--- src/hdl/dogx_pkg.sv ---
// Shared types and constants for the DoG extremum detector.
// Used by dogx_line_buf, dogx_cmp and dog_extrema_detect; depends on nothing.
package dogx_pkg;

  // Layers per pixel: below, middle, above.
  localparam int LAYERS = 3;
  // Neighbours of a centre in a 3x3x3 window.
  localparam int NBRS = 26;

  localparam int MAX_WIDTH_DEF   = 1024;
  localparam int SAMPLE_BITS_DEF = 16;

  // Configuration register widths and the write port width.
  localparam int CFG_W_BITS    = 11;
  localparam int CFG_H_BITS    = 13;
  localparam int CFG_TAG_BITS  = 6;
  localparam int CFG_DATA_BITS = 13;
  localparam int CFG_IDX_BITS  = 2;

  // Row position and frame height.
  localparam int ROW_BITS   = 12;
  localparam int MIN_DIM    = 3;
  localparam int MAX_HEIGHT = 4096;

  localparam logic [CFG_W_BITS-1:0]   RST_IMAGE_WIDTH  = CFG_W_BITS'(640);
  localparam logic [CFG_H_BITS-1:0]   RST_IMAGE_HEIGHT = CFG_H_BITS'(480);
  localparam logic [CFG_TAG_BITS-1:0] RST_LAYER_TAG    = '0;

  typedef enum logic [CFG_IDX_BITS-1:0] {
    CFG_IMAGE_WIDTH  = 2'd0,
    CFG_IMAGE_HEIGHT = 2'd1,
    CFG_LAYER_TAG    = 2'd2
  } dogx_cfg_e;

  // Outcome of the 26 comparisons for one centre.
  typedef struct packed {
    logic is_max;
    logic is_min;
  } dogx_flags_t;

endpackage

--- src/hdl/dogx_cmp.sv ---
// Strict comparison of a centre value against its 26 window neighbours.
// Purely combinational; uses dogx_pkg for the flag struct.
module dogx_cmp import dogx_pkg::*; #(
  parameter int SAMPLE_BITS = SAMPLE_BITS_DEF
) (
  input  logic signed [SAMPLE_BITS-1:0] centre_i,
  input  logic signed [SAMPLE_BITS-1:0] nbr_i [NBRS],
  output dogx_flags_t                   flags_o
);

  logic [NBRS-1:0] above_all;
  logic [NBRS-1:0] below_all;

  always_comb begin
    for (int k = 0; k < NBRS; k++) begin
      above_all[k] = centre_i > nbr_i[k];
      below_all[k] = centre_i < nbr_i[k];
    end
  end

  assign flags_o.is_max = &above_all;
  assign flags_o.is_min = &below_all;

endmodule

--- config.mk ---
export PLATFORM = sky130hd
export DESIGN_NAME = dogx_cmp
export DESIGN_NICKNAME = d
export VERILOG_FILES = /design/src/hdl/dogx_pkg.sv /design/src/hdl/dogx_cmp.sv
export SDC_FILE = /design/constraint.sdc
export NUM_CORES = 1
export LEC_CHECK = 0
export BUFFER_PORTS_ARGS = -buffer_cell sky130_fd_sc_hd__buf_4
export CELL_PAD_IN_SITES_DETAIL_PLACEMENT = 2
export CELL_PAD_IN_SITES_GLOBAL_PLACEMENT = 2
export CORE_MARGIN = 2
export CORE_UTILIZATION = 27
export DETAILED_ROUTE_END_ITERATION = 16
export PLACE_DENSITY = 0.83
export SLEW_MARGIN = 20
export SYNTH_ARGS = -nofsm -noshare
export SYNTH_HDL_FRONTEND = slang
export SYNTH_SLANG_ARGS = --single-unit
export TNS_END_PERCENT = 10
--- constraint.sdc ---
create_clock -name vclk -period 3.6
set_input_delay 0.18 -clock vclk [all_inputs]
set_output_delay 0.18 -clock vclk [all_outputs]
set_load 0.03 [all_outputs]
==> Word-level counts from Yosys, hierarchy flattened <==
Index checks and enable logic that the tools add are counted.
{ "classes": {"order_cmp": 52, "reduce_logical": 2} }
{ "op_table": {"columns": ["operator", "n"], "rows": [
  ["16-bit greater-than comparator", 26],
  ["16-bit less-than comparator", 26],
  ["26-bit AND reduction", 2]
]} }
{ "totals": {"elab_cells": 54, "in_bits": 432, "out_inout_bits": 2, "ff_bits": 0} }

==> Depth between registers and ports, before layout <==
{ "depth": {"word_depth": 2, "mapped_depth": 10, "ltp_nobuf": 10} }

==> Worst setup path after synthesis <==
OpenSTA, ideal clock, no wires.
{ "synth_timing": {"path_type": "input to output", "startpoint": "input port centre_i[0]", "endpoint": "output port flags_o[0] (netlist name)", "t_arrival_ns": 3.392, "n_path_buf": 0, "cell_stages": 10, "t_required_ns": 3.420, "setup_slack_ns": 0.028, "path_cell_list": "inv_1 -> ha_1 -> nor2b_1 -> o211ai_1 -> a2111oi_2 -> nor3b_1 -> mux2_4 -> or4_1 -> or4b_1 -> nor4_2"} }
{ "synth_rtl": {"columns": ["element", "line_no", "source"], "rows": [
  ["start, declared", "dogx_cmp.sv:6", "input logic signed [SAMPLE_BITS-1:0] centre_i,"],
  ["end, declared", "dogx_cmp.sv:8", "output dogx_flags_t flags_o"]
]} }

==> metrics.md <==
| Metric | Value |
|---|---|
| RePlAce Congestion | 0.9217 |
| Area fraction in and, or, nand and nor cells after synthesis | 17.16% |
| Die height | 203.0 µm |
| DIE AREA | 41,220 µm² |
| Vias | 13,049 |
| Slew Limit Fails | 0 |
| DP Area | 15,290 µm² |
| Pin count of the biggest net entering global routing | 19 |
| WP depth | 13 |
| Synth area leader | ha_1 |
| PnR worst setup slack | 0.07078 ns |
| Hpwl dp | 52,960 µm |
| CLK BUF | 0 |
| Compound-Gate Fraction of Synth Area | 18.21% |
| Syn Inst Count | 1,483 |
| Max FO, Critical Path | 10 |
| Initial Utilization | 27.54% |
| VDD IR max | 0.05065 mV |
| Crit-path max cell delay | 0.56 ns |
| Share of layout cells above drive strength 1 | 28.05% |
| Part of the Yosys area used for sequential elements | 0% |
| Crit path time final | 3.529 ns |
| Run status | complete, no violations |
| First-pass DRT Iterations | 4 |
| Leak | 9.280 nW |
| Crit path launch type | input pin |
| Tot GR Track Use | 27.43% |
| Vias per cell | 5.170 |
| Clock share of power | 0% |
| Fin crit share | 98.03% |
| Hold buffer count at CTS | 0 |
| Crit path buf inv count | 4 |
| Setup CP Type | in -> out |
| Synth-to-layout area growth | 46.07% |
| Sequential power share | 0% |
| Worst Hold Class | in -> out |
| Synth area leaders | ha_1 (49%), inv_1 (14%), a21oi_1 (6.3%) |
| DRC | 0 |
| Cell Area, Synth | 10,690 µm² |
| Core ar. | 38,830 µm² |
| Cell Chain, Critical Path | buf_4, buf_6, ha_1, nand4_1, or4_4, a21o_1, o2111ai_1, mux2_2, or3_1, or3_4, nor4_2, buf_4, buf_6 |
| Final hold vios | 0 |
| Most frequent cell after synthesis | ha_1 |
| Ports | 434 |
| Power Total | 1.890 mW |
| Combinational share of power | 100.0% |
| First-pass GRT wire length | 86,020 µm |
| Psw | 986.0 µW |
| Synth Area in Adders | 48.67% |
| Slowest cell on the critical path | or4_4 |
| Commonest cells post-synth | ha_1 (416), inv_1 (401), a21oi_1 (135) |
| Synth Net Count | 2,331 |
| Pre-CTS WS | -0.1092 ns |
| Synth warn | 0 |
| Hold Path Depth | 8 |
| Nets | 2,850 |
| CP endpoint | flags_o[0] |
| FP Rows | 72 |
| Seq. cell area | 0 µm² |
| Die X | 203.0 µm |
| WP data required | 3.42 ns |
| Seq Cell Count | 0 |
| DRT iter0 DRCs | 382 |
| Grt ovf | 0 |
| Detail Route Antenna Nets | 0 |
| CP Capture Type | output pin |
| WL final | 58,610 µm |
| Internal | 903.9 µW |
| Mean Syn Cell Area | 7.211 µm² |
| Xor-xnor portion of the synthesized cell area | 0% |
| Switching Share | 52.17% |
| Mux contribution to synthesized area | 1.884% |
| Yosys top cell area share | 48.67% |
| Pwr dens | 121.0 nW/µm² |
| Drt wl/cell | 23.22 µm |
| Netlist cell types | 52 |
| Critical path arrival | 3.35 ns |
| Worst slew margin | 53.35% |
| F_max | 0.2833 GHz |
| Setup violators final | 0 |
| Slew of the pin with the lowest slew margin | 0.6933 ns |
| Critical Path Source | centre_i[14] |
| Kind of cell adding the most delay to the critical path | simple AND/OR/NAND/NOR gates |
| Largest family of logic cells by synthesized area | adder cells |
| Max-cap viol count | 0 |
| Buffers on Ports | 434 |
| Vias in the first global route | 14,972 |
| Layout Cell Area excl Fill | 15,620 µm² |
| Antenna violations before repair | 8 |
cells by family (layout without fill, tap and decap cells):
family	Yosys count	in the layout
fa+ha+maj	416	416
buf+inv	401	918
simple gates	337	337
compound gates	310	310
mux	19	19
other cells	0	6
metal layers:
layer  vias to the layer above  share of wire [%]  global-route usage, %
met5                         -              0.080                      0
met4                         8                3.0                  7.951
met3                        89                6.5                  4.976
met2                       390                 50                  51.28
met1                      6283                 40                  31.57
li1                       6279                  -                      -
cell type report:
class | instances | area [µm²]
diodes | 6 | 15.01
fillers | 4542 | 23210
inverters | 401 | 1508
multi-input cells | 1082 | 9428
well taps | 518 | 648.1
repair buffers | 517 | 4023
worst min path at each step:
stage,from,endpoint,slack [ns]
final,nbr_i[223],flags_o[0],1.23
after global routing,nbr_i[223],flags_o[0],1.29
after CTS,nbr_i[223],flags_o[1],1.26
after detailed placement,nbr_i[223],flags_o[1],1.26
after global placement,nbr_i[223],flags_o[1],1.22
after floorplan,centre_i[15],flags_o[0],0.73
power by group through the flow:
stage	clock, mW	combinational, mW	sequential (mW)
floorplan	0	0.847	0
global placement	0	1.72	0
detailed placement	0	1.84	0
CTS	0	1.86	0
global route	0.0000000374	2.11	0
finish	0.000000224	1.89	0
cells in the final DEF (no fill, tap or decap), drive strengths merged, types with 9 or more instances in the layout:
cell,Yosys,final
buf,0,517
ha,416,416
inv,401,401
a21oi,135,135
nand4,81,81
nand2,69,69
a21o,47,47
nor2,43,43
nand3,40,40
o21ai,34,34
o211ai,22,22
nor2b,22,22
a211oi,19,19
nor4,17,17
and4,14,14
nand2b,14,14
mux2i,13,13
nor3,9,9
what timing repair did:
| item | in CTS | in global routing |
|---|---|---|
| resized for setup | 9 | 46 |
| pin swaps | 1 | 10 |
| setup buffers | 0 | 3 |
| setup endpoints to repair | 2 | 2 |
| endpoints found under the hold margin | 0 | 0 |
| gates cloned | 0 | 0 |
metrics by stage:
step / cells / TNS [ns] / hold WS, ns / util (%)
final: 2524 / 0 / 1.233 / 40.23
after global routing: 2519 / -0.002134 / 1.288 / 40.20
after CTS: 2515 / -0.02298 / 1.257 / 39.51
after detailed placement: 2515 / -0.1619 / 1.263 / 39.38
after global placement: 2515 / -0.01410 / 1.224 / 39.38
after floorplan: 1483 / 0 / 0.7350 / -
Note: power is estimated with default switching activity, not from simulation.
